## config.mk

```make
export PLATFORM = sky130hd
export DESIGN_NAME = ascii_command_frame_decoder_unit
export DESIGN_NICKNAME = d
export VERILOG_FILES = /design/src/design/acfd_pkg.sv /design/src/design/acfd_front.sv /design/src/design/acfd_queue.sv /design/src/design/acfd_back.sv /design/src/design/ascii_command_frame_decoder_unit.sv
export SDC_FILE = /design/constraint.sdc
export NUM_CORES = 1
export LEC_CHECK = 0
export BUFFER_PORTS_ARGS = -buffer_cell sky130_fd_sc_hd__buf_4
export CAP_MARGIN = 10
export CORE_MARGIN = 10
export CORE_UTILIZATION = 32
export DETAILED_ROUTE_END_ITERATION = 8
export SETUP_SLACK_MARGIN = 0.5
export SYNTH_ARGS = -nofsm -noshare
export SYNTH_HDL_FRONTEND = slang
export SYNTH_SLANG_ARGS = --single-unit
```

## constraint.sdc

```tcl
create_clock -name clk -period 7.06 [get_ports clk]
set_clock_uncertainty 0.05 [all_clocks]
set_input_delay 0.353 -clock clk [delete_from_list [all_inputs] [get_ports clk]]
set_output_delay 0.353 -clock clk [all_outputs]
set_load 0.02 [all_outputs]
```

## src/design/acfd_pkg.sv

```systemverilog
// shared types and constants for the ascii command frame decoder
package acfd_pkg;

  // frame text capacity in characters
  localparam int unsigned FRAME_CHARS = 14;
  localparam int unsigned CNT_W       = $clog2(FRAME_CHARS + 1);

  // request queue between front and back
  localparam int unsigned QUEUE_DEPTH = 2;
  localparam int unsigned QPTR_W      = (QUEUE_DEPTH > 1) ? $clog2(QUEUE_DEPTH) : 1;
  localparam int unsigned QCNT_W      = $clog2(QUEUE_DEPTH + 1);

  localparam int unsigned NUM_FIELDS  = 4;
  localparam int unsigned FIDX_W      = 3;

  // character codes
  localparam logic [7:0] CH_END   = 8'h2E;
  localparam logic [7:0] CH_SEP   = 8'h3B;
  localparam logic [7:0] CH_NUL   = 8'h00;
  localparam logic [7:0] CH_PLUS  = 8'h2B;
  localparam logic [7:0] CH_MINUS = 8'h2D;
  localparam logic [7:0] CH_ZERO  = 8'h30;
  localparam logic [7:0] CH_NINE  = 8'h39;
  localparam logic [7:0] CH_SPACE = 8'h20;
  localparam logic [7:0] CH_TAB   = 8'h09;
  localparam logic [7:0] CH_CR    = 8'h0D;

  // configuration register indexes and reset values
  localparam logic REG_ID_HIGH = 1'b0;
  localparam logic REG_ID_LOW  = 1'b1;
  localparam logic [7:0] ID_HIGH_RST = 8'h12;
  localparam logic [7:0] ID_LOW_RST  = 8'h80;

  // action codes
  localparam logic [1:0] ACT_NONE    = 2'd0;
  localparam logic [1:0] ACT_MEASURE = 2'd1;
  localparam logic [1:0] ACT_RESEND  = 2'd2;
  localparam logic [1:0] ACT_CLEAR   = 2'd3;

  // classified character as it travels from front to back
  typedef struct packed {
    logic       is_end;
    logic       is_nul;
    logic       is_sep;
    logic       is_space;
    logic       is_plus;
    logic       is_minus;
    logic       is_digit;
    logic [3:0] digit;
  } char_class_t;

endpackage

```

## src/design/acfd_front.sv

```systemverilog
// front part: accepts received characters and classifies them
module acfd_front (
  input  logic                 in_valid,
  input  logic [7:0]           in_rx_char,
  output logic                 in_stall,
  input  logic                 q_full,
  output logic                 q_push,
  output acfd_pkg::char_class_t q_data
);
  import acfd_pkg::*;

  assign in_stall = q_full;
  assign q_push   = in_valid && !q_full;

  always_comb begin
    q_data.is_end   = (in_rx_char == CH_END);
    q_data.is_nul   = (in_rx_char == CH_NUL);
    q_data.is_sep   = (in_rx_char == CH_SEP);
    q_data.is_space = (in_rx_char == CH_SPACE) || (in_rx_char inside {[CH_TAB:CH_CR]});
    q_data.is_plus  = (in_rx_char == CH_PLUS);
    q_data.is_minus = (in_rx_char == CH_MINUS);
    q_data.is_digit = (in_rx_char inside {[CH_ZERO:CH_NINE]});
    q_data.digit    = 4'(in_rx_char - CH_ZERO);
  end

endmodule

```

## src/design/acfd_queue.sv

```systemverilog
// short request queue between front and back
module acfd_queue (
  input  logic                  clk,
  input  logic                  rst_n,
  input  logic                  push,
  input  acfd_pkg::char_class_t push_data,
  output logic                  full,
  input  logic                  pop,
  output logic                  head_valid,
  output acfd_pkg::char_class_t head_data
);
  import acfd_pkg::*;

  char_class_t         mem_r [QUEUE_DEPTH];
  logic [QPTR_W-1:0]   wr_ptr_r, wr_ptr_nxt;
  logic [QPTR_W-1:0]   rd_ptr_r, rd_ptr_nxt;
  logic [QCNT_W-1:0]   cnt_r, cnt_nxt;
  logic                do_pop;

  assign full       = (cnt_r == QCNT_W'(QUEUE_DEPTH));
  assign head_valid = (cnt_r != '0);
  assign head_data  = mem_r[rd_ptr_r];
  assign do_pop     = pop && head_valid;

  always_comb begin
    wr_ptr_nxt = wr_ptr_r;
    rd_ptr_nxt = rd_ptr_r;
    cnt_nxt    = cnt_r;
    if (push) begin
      wr_ptr_nxt = (wr_ptr_r == QPTR_W'(QUEUE_DEPTH - 1)) ? '0 : QPTR_W'(wr_ptr_r + 1'b1);
    end
    if (do_pop) begin
      rd_ptr_nxt = (rd_ptr_r == QPTR_W'(QUEUE_DEPTH - 1)) ? '0 : QPTR_W'(rd_ptr_r + 1'b1);
    end
    if (push && !do_pop) begin
      cnt_nxt = QCNT_W'(cnt_r + 1'b1);
    end else if (do_pop && !push) begin
      cnt_nxt = QCNT_W'(cnt_r - 1'b1);
    end
  end

  always_ff @(posedge clk) begin
    if (!rst_n) begin
      wr_ptr_r <= '0;
      rd_ptr_r <= '0;
      cnt_r    <= '0;
    end else begin
      wr_ptr_r <= wr_ptr_nxt;
      rd_ptr_r <= rd_ptr_nxt;
      cnt_r    <= cnt_nxt;
    end
  end

  always_ff @(posedge clk) begin
    if (push) begin
      mem_r[wr_ptr_r] <= push_data;
    end
  end

endmodule

```

## src/design/acfd_back.sv

```systemverilog
// back part: token parsing, field store, frame check and result register
module acfd_back (
  input  logic                  clk,
  input  logic                  rst_n,
  input  logic                  head_valid,
  input  acfd_pkg::char_class_t head_data,
  output logic                  pop,
  input  logic [7:0]            id_high,
  input  logic [7:0]            id_low,
  output logic                  out_valid,
  input  logic                  out_stall,
  output logic                  out_checksum_ok,
  output logic                  out_id_match,
  output logic [7:0]            out_command,
  output logic [1:0]            out_action
);
  import acfd_pkg::*;

  typedef enum logic [1:0] {
    PH_IDLE = 2'd0,
    PH_LEAD = 2'd1,
    PH_NUM  = 2'd2,
    PH_DONE = 2'd3
  } phase_t;

  logic [7:0]        field_r [NUM_FIELDS];
  logic [7:0]        field_nxt [NUM_FIELDS];
  logic [CNT_W-1:0]  cnt_r, cnt_nxt;
  logic [FIDX_W-1:0] fidx_r, fidx_nxt;
  phase_t            phase_r, phase_nxt;
  logic              minus_r, minus_nxt;
  logic [7:0]        acc_r, acc_nxt;
  logic              ended_r, ended_nxt;

  logic              ovalid_r, ovalid_nxt;
  logic              ck_r, ck_nxt;
  logic              idm_r, idm_nxt;
  logic [7:0]        cmd_r, cmd_nxt;
  logic [1:0]        act_r, act_nxt;

  logic              slot_free;
  logic              take;
  logic              close_tok;
  logic [7:0]        tok_val;
  logic [7:0]        acc_x10;
  logic [7:0]        sum;
  phase_t            ph_eff;

  assign out_valid       = ovalid_r;
  assign out_checksum_ok = ck_r;
  assign out_id_match    = idm_r;
  assign out_command     = cmd_r;
  assign out_action      = act_r;

  assign slot_free = !ovalid_r || !out_stall;
  assign pop       = head_valid && (!head_data.is_end || slot_free);
  assign take      = pop;

  assign tok_val = minus_r ? 8'(~acc_r + 8'd1) : acc_r;
  assign acc_x10 = 8'({acc_r[4:0], 3'b000} + {acc_r[6:0], 1'b0});
  assign ph_eff  = (phase_r == PH_IDLE) ? PH_LEAD : phase_r;

  always_comb begin
    field_nxt  = field_r;
    cnt_nxt    = cnt_r;
    fidx_nxt   = fidx_r;
    phase_nxt  = phase_r;
    minus_nxt  = minus_r;
    acc_nxt    = acc_r;
    ended_nxt  = ended_r;
    ovalid_nxt = ovalid_r && out_stall;
    ck_nxt     = ck_r;
    idm_nxt    = idm_r;
    cmd_nxt    = cmd_r;
    act_nxt    = act_r;
    close_tok  = 1'b0;
    sum        = '0;

    if (take) begin
      if (head_data.is_end) begin
        close_tok = 1'b1;
      end else if (cnt_r < CNT_W'(FRAME_CHARS)) begin
        cnt_nxt = CNT_W'(cnt_r + 1'b1);
        if (!ended_r) begin
          if (head_data.is_nul) begin
            ended_nxt = 1'b1;
          end else if (head_data.is_sep) begin
            close_tok = 1'b1;
          end else begin
            phase_nxt = ph_eff;
            case (ph_eff)
              PH_LEAD: begin
                if (head_data.is_space) begin
                  phase_nxt = PH_LEAD;
                end else if (head_data.is_plus) begin
                  phase_nxt = PH_NUM;
                end else if (head_data.is_minus) begin
                  minus_nxt = 1'b1;
                  phase_nxt = PH_NUM;
                end else if (head_data.is_digit) begin
                  acc_nxt   = {4'd0, head_data.digit};
                  phase_nxt = PH_NUM;
                end else begin
                  phase_nxt = PH_DONE;
                end
              end
              PH_NUM: begin
                if (head_data.is_digit) begin
                  acc_nxt = 8'(acc_x10 + {4'd0, head_data.digit});
                end else begin
                  phase_nxt = PH_DONE;
                end
              end
              default: begin
              end
            endcase
          end
        end
      end
    end

    if (close_tok) begin
      if (phase_r != PH_IDLE && fidx_r < FIDX_W'(NUM_FIELDS)) begin
        field_nxt[fidx_r[1:0]] = tok_val;
        fidx_nxt = FIDX_W'(fidx_r + 1'b1);
      end
      phase_nxt = PH_IDLE;
      minus_nxt = 1'b0;
      acc_nxt   = '0;
    end

    if (take && head_data.is_end) begin
      // frame check on the fields as they stand after the last token
      sum        = 8'(field_nxt[0] + field_nxt[1] + field_nxt[2]);
      ck_nxt     = (sum == field_nxt[3]);
      idm_nxt    = (field_nxt[0] == id_high) && (field_nxt[1] == id_low);
      cmd_nxt    = field_nxt[2];
      act_nxt    = ACT_NONE;
      if (ck_nxt && idm_nxt && (field_nxt[2] == {6'd0, ACT_MEASURE} ||
          field_nxt[2] == {6'd0, ACT_RESEND} || field_nxt[2] == {6'd0, ACT_CLEAR})) begin
        act_nxt = field_nxt[2][1:0];
      end
      ovalid_nxt = 1'b1;
      cnt_nxt    = '0;
      fidx_nxt   = '0;
      ended_nxt  = 1'b0;
    end
  end

  always_ff @(posedge clk) begin
    if (!rst_n) begin
      for (int i = 0; i < NUM_FIELDS; i++) begin
        field_r[i] <= '0;
      end
      cnt_r    <= '0;
      fidx_r   <= '0;
      phase_r  <= PH_IDLE;
      minus_r  <= 1'b0;
      acc_r    <= '0;
      ended_r  <= 1'b0;
      ovalid_r <= 1'b0;
    end else begin
      field_r  <= field_nxt;
      cnt_r    <= cnt_nxt;
      fidx_r   <= fidx_nxt;
      phase_r  <= phase_nxt;
      minus_r  <= minus_nxt;
      acc_r    <= acc_nxt;
      ended_r  <= ended_nxt;
      ovalid_r <= ovalid_nxt;
    end
  end

  always_ff @(posedge clk) begin
    ck_r  <= ck_nxt;
    idm_r <= idm_nxt;
    cmd_r <= cmd_nxt;
    act_r <= act_nxt;
  end

endmodule

```

## src/design/ascii_command_frame_decoder_unit.sv

```systemverilog
// ascii command frame decoder: top level with configuration registers
//
// Received characters enter on the in_ channel (in_valid, in_stall,
// in_rx_char), one request per cycle while in_stall is low. Frame text up to
// '.' is split on ';' into id high, id low, command and check byte. Each '.'
// produces one request on the out_ channel carrying checksum_ok, id_match,
// command and action; other characters produce none.
// An accepted character is queued and parsed at the queue head; for '.' the
// result is registered in the output register once an output slot is free.
// Sustained rate is one character per cycle while no '.' is held back by
// out_stall. A two-entry queue separates the classifier from the parser, so
// the input keeps being taken while a result waits. If out_stall holds, a
// further '.' waits in the queue; once the queue is full in_stall rises.
// Synchronous reset (rst_n low) clears fields, parse state and the queue
// and loads id_high = 0x12, id_low = 0x80. The id registers are written
// through the APB port at byte addresses 0 and 4; the user must write them
// only while the block is idle, which the block itself does not enforce.
module ascii_command_frame_decoder_unit (
  input  logic        clk,
  input  logic        rst_n,
  input  logic        in_valid,
  output logic        in_stall,
  input  logic [7:0]  in_rx_char,
  output logic        out_valid,
  input  logic        out_stall,
  output logic        out_checksum_ok,
  output logic        out_id_match,
  output logic [7:0]  out_command,
  output logic [1:0]  out_action,
  input  logic        psel,
  input  logic        penable,
  input  logic        pwrite,
  input  logic [2:0]  paddr,
  input  logic [31:0] pwdata,
  output logic [31:0] prdata,
  output logic        pready
);
  import acfd_pkg::*;

  logic        sel_high;
  logic [7:0]  id_high_val_r;
  logic [7:0]  id_low_val_r;
  logic        cfg_wr;

  logic        q_full;
  logic        q_push;
  char_class_t q_data;
  logic        q_pop;
  logic        q_head_valid;
  char_class_t q_head;

  assign pready   = 1'b1;
  assign cfg_wr   = psel && penable && pwrite;
  assign sel_high = (paddr[2] == REG_ID_HIGH);
  assign prdata   = {24'd0, sel_high ? id_high_val_r : id_low_val_r};

  always_ff @(posedge clk) begin
    if (!rst_n) begin
      id_high_val_r <= ID_HIGH_RST;
      id_low_val_r  <= ID_LOW_RST;
    end else if (cfg_wr) begin
      if (sel_high) begin
        id_high_val_r <= pwdata[7:0];
      end else begin
        id_low_val_r <= pwdata[7:0];
      end
    end
  end

  acfd_front u_front (
    .in_valid   (in_valid),
    .in_rx_char (in_rx_char),
    .in_stall   (in_stall),
    .q_full     (q_full),
    .q_push     (q_push),
    .q_data     (q_data)
  );

  acfd_queue u_queue (
    .clk        (clk),
    .rst_n      (rst_n),
    .push       (q_push),
    .push_data  (q_data),
    .full       (q_full),
    .pop        (q_pop),
    .head_valid (q_head_valid),
    .head_data  (q_head)
  );

  acfd_back u_back (
    .clk             (clk),
    .rst_n           (rst_n),
    .head_valid      (q_head_valid),
    .head_data       (q_head),
    .pop             (q_pop),
    .id_high         (id_high_val_r),
    .id_low          (id_low_val_r),
    .out_valid       (out_valid),
    .out_stall       (out_stall),
    .out_checksum_ok (out_checksum_ok),
    .out_id_match    (out_id_match),
    .out_command     (out_command),
    .out_action      (out_action)
  );

endmodule
```

==> metrics <==
top layer used by detailed routing=met4; Hold Worst Slack=0.1722 ns; Hold Crit Depth=3; global route overflow=0; data arrival time of the critical path=5.86 ns; all-layer global routing usage=11.31%; final-report hold violation count=0; pin count of the biggest net entering global routing=56; routed length per instance=15.05 µm; setup slack, reg-to-reg=1.31 ns; Clk Tree Root Cell=sky130_fd_sc_hd__clkbuf_16; number of buffers inserted by port buffering=45; sequential area share after synthesis=38.84%; maximum single-stage delay on the critical path=0.71 ns; vias in the first global route=4633; fraction of final layout cells with drive strength greater than 1=12.52%; # nets final=790; Stages on worst setup path=17; post-route total power=1.675 mW; Routed Antenna Nets=0; Worst Path Required=7.16 ns; cell type group with the largest total delay on the critical path=compound AO/OA/AOI/OAI gates; met1 wire length=7575 µm; Netlist cell types=77; slowest stage cell, crit path=sky130_fd_sc_hd__o32a_1; worst path buffer plus inverter count=2; part of the cycle the worst path needs=81.51%; top_reg_cell synth=sky130_fd_sc_hd__dfxtp_1; cts hold-fix bufs=0; number of iterations in the first detailed-routing pass=5; netlist area before placement=6391 µm²; wire length after detailed routing=14690 µm; last weighted congestion value of the routability-driven placer=0.8248; number of max-capacitance violations reported=0; Mapped Cells=676; status=finished clean; ANT cells=0; DIE AREA=26030 µm²; via total after detailed routing=4722; sum of net half-perimeters after detailed placement=11220 µm; minimum clock period after layout=5.755 ns; CTS tree=done; number of storage elements in the synthesis netlist=107; Area Growth Syn to Fin=12.57%; series of cell instances along the critical path=buf_4 -> mux2_4 -> nand2b_1 -> o32a_1 -> a21oi_1 -> fa_1 -> ha_1 -> inv_1 -> fa_1 -> nand2b_1 -> a21o_1 -> a311oi_1 -> a2111oi_0 -> a31oi_1 -> nand4_1 -> xor2_1 -> nor4b_1; Core Area=19530 µm²; DP Cell Count=960; capture point of the worst reg-to-reg path=u_back.out_action[1]; yosys synthesis warning count=0; remaining routing DRC violations=0; number of clock sinks=107; Final Non-Filler Cells=976; post-detailed-placement cell area=6854 µm²; count of cells along the worst register-to-register path=17; Die H=161.3 µm; CTS-repair resized insts=0; setup violation total in the final timing report=0; clock latency reported for the late side of the worst-skew pair=0.35 ns; Post-Synthesis Mean Instance Area=9.454 µm²; number of DRC violations after detailed-routing iteration 0=402; average vias per placed instance=4.838; crit-path max FO=18; TritonCTS buffer count=9; type of the worst min-delay path=primary input to register; global-route wire length before repair=24130 µm; TNS Setup=0 ns; kind of start point of the critical path=register; power density over the cells=232.8 nW/µm²; wire length on met2=6371 µm; Final Slew Violations=0; leakage power=2.847 nW; number of cell rows=51; startpoint-to-endpoint class of the critical path=register to register; cell area after layout=7194 µm²; share of flip-flops with an asynchronous set or reset=0%; Worst-Margin Slew=1.011 ns; RSZ-0062 raised after global routing=no; termination of the worst setup path=u_back.out_action[1]; maximum buffer depth of the clock tree=2; sort of element at the end of the critical path=register; H-tree depth reported by CTS=3; number of flops mapped to enable cells by yosys=34; effective utilization at floorplan=32.73%; length of routed met3 wiring=582 µm; headroom to the max-slew limit=32.33%; f_max=173.8 MHz; total setup buffers inserted after CTS=0; Worst-path clk slew=0.07 ns; Ports=97; maximum ir drop on the vdd rail=114.5 µV; Horiz. Die Dim=161.3 µm; initial antenna violation count=0
## logic make-up (layout without fill, tap and decap cells)
family	Yosys count	after routing	share of synthesized area [%]
buffers and inverters	99	111	7.694
AND/OR/NAND/NOR	224	224	17.95
multiplexers	36	36	5.971
AO/OA/AOI/OAI	127	127	14.62
XOR/XNOR	47	47	6.970
other	2	25	0.1175
flip-flops	107	107	38.84
adder cells (fa/ha/maj)	34	34	7.831
## flip-flops by register name (all words and copies together), names as in the netlist, 3 cells and up, named ones only
name	flops
u_back.field_r	32
id_low_val_r	8
u_back.acc_r	8
u_back.fidx_r	3
id_high_val_r	8
u_queue.mem_r	22
u_back.cnt_r	4
u_back.out_command	8
## worst min-delay path, stage by stage
cell and delay [ns]:
sky130_fd_sc_hd__buf_4 0.08, sky130_fd_sc_hd__nand2_1 0.04, sky130_fd_sc_hd__nand3_1 0.06
## Yosys cell counts, drive strengths merged (3+ instances only)
cell type / count / share of area, %
a21oi: 23 / 1.8
clkbuf: 21 / 1.2
o21ai: 20 / 1.6
nor2b: 36 / 3.5
and2: 8 / 0.78
nand2b: 12 / 1.2
a221oi: 3 / 0.51
ha: 24 / 4.7
o2bb2ai: 3 / 0.41
a21o: 4 / 0.47
o2111ai: 3 / 0.41
nand3: 14 / 1.1
nor4: 5 / 0.49
nor2: 46 / 2.7
buf: 31 / 3.7
or4: 3 / 0.41
a41oi: 3 / 0.41
a22oi: 6 / 0.70
o22ai: 4 / 0.49
mux2: 11 / 2.0
xnor2: 27 / 3.7
edfxtp: 34 / 16
a2111oi: 3 / 0.41
nor3: 16 / 1.3
a21boi: 19 / 2.2
nand4: 5 / 0.49
mux2i: 25 / 4.0
a31oi: 3 / 0.29
inv: 47 / 2.8
dfxtp: 73 / 23
fa: 10 / 3.1
o211ai: 6 / 0.70
nor4b: 4 / 0.65
xor2: 19 / 2.9
nor3b: 3 / 0.35
nand2: 60 / 3.5
## how the worst min path moves through the flow
stage                                 from                   to  slack, ns
after floorplan           u_back.fidx_r[2]     u_back.fidx_r[2]       0.40
after global placement    u_back.fidx_r[2]     u_back.fidx_r[2]       0.41
after detailed placement  u_back.fidx_r[2]     u_back.fidx_r[2]       0.42
after CTS                        pwdata[7]      id_low_val_r[7]       0.16
after global routing         in_rx_char[2]  u_queue.mem_r[0][2]       0.19
final                            pwdata[7]      id_low_val_r[7]       0.17
## cell usage in the layout (no fill, tap or decap), types with 4 or more instances in the layout
| master | count |
|---|---|
| sky130_fd_sc_hd__nand3_1 | 14 |
| sky130_fd_sc_hd__and2_1 | 8 |
| sky130_fd_sc_hd__nand2b_1 | 12 |
| sky130_fd_sc_hd__clkbuf_16 | 9 |
| sky130_fd_sc_hd__dfxtp_1 | 73 |
| sky130_fd_sc_hd__edfxtp_1 | 34 |
| sky130_fd_sc_hd__nor2_1 | 46 |
| sky130_fd_sc_hd__o211ai_1 | 6 |
| sky130_fd_sc_hd__o21ai_0 | 20 |
| sky130_fd_sc_hd__xor2_1 | 18 |
| sky130_fd_sc_hd__a21boi_0 | 19 |
| sky130_fd_sc_hd__a21o_1 | 4 |
| sky130_fd_sc_hd__fa_1 | 10 |
| sky130_fd_sc_hd__ha_1 | 24 |
| sky130_fd_sc_hd__mux2_2 | 10 |
| sky130_fd_sc_hd__a22oi_1 | 6 |
| sky130_fd_sc_hd__inv_1 | 47 |
| sky130_fd_sc_hd__nor2b_1 | 36 |
| sky130_fd_sc_hd__a21oi_1 | 23 |
| sky130_fd_sc_hd__mux2i_1 | 24 |
| sky130_fd_sc_hd__buf_4 | 48 |
| sky130_fd_sc_hd__nor3_1 | 16 |
| sky130_fd_sc_hd__nor4_1 | 5 |
| sky130_fd_sc_hd__conb_1 | 25 |
| sky130_fd_sc_hd__xnor2_1 | 27 |
| sky130_fd_sc_hd__nand4_1 | 5 |
| sky130_fd_sc_hd__nand2_1 | 60 |
## area by class of cell
type | instances | area, µm²
clock buffers | 9 | 225.2
clock inverters | 7 | 115.1
fillers | 2047 | 12330
inverters | 47 | 176.4
multi-input cells | 493 | 3503
flip-flops and latches | 107 | 2482
well taps | 265 | 331.6
repair buffers | 48 | 360.3
## power by group
group / internal, mW / total (mW) / switching (mW)
clock: 0.346 / 0.574 / 0.228
combinational: 0.147 / 0.372 / 0.225
sequential: 0.696 / 0.730 / 0.0335
## per-stage QoR
| step | util [%] | worst slack [ns] |
|---|---|---|
| after floorplan | - | 2.161 |
| after detailed placement | 35.10 | 1.309 |
| after global routing | 36.84 | 0.8475 |
| final | 36.84 | 1.305 |
| after global placement | 35.10 | 1.347 |
| after CTS | 36.84 | 1.258 |
## layer usage
metal | vias up | GRT usage, %
li1 | 2374 | -
met2 | 95 | 17.18
met3 | 11 | 2.440
met5 | - | 0
met4 | 0 | 3.226
met1 | 2242 | 15.74
Power figures use the tool's default switching activity.
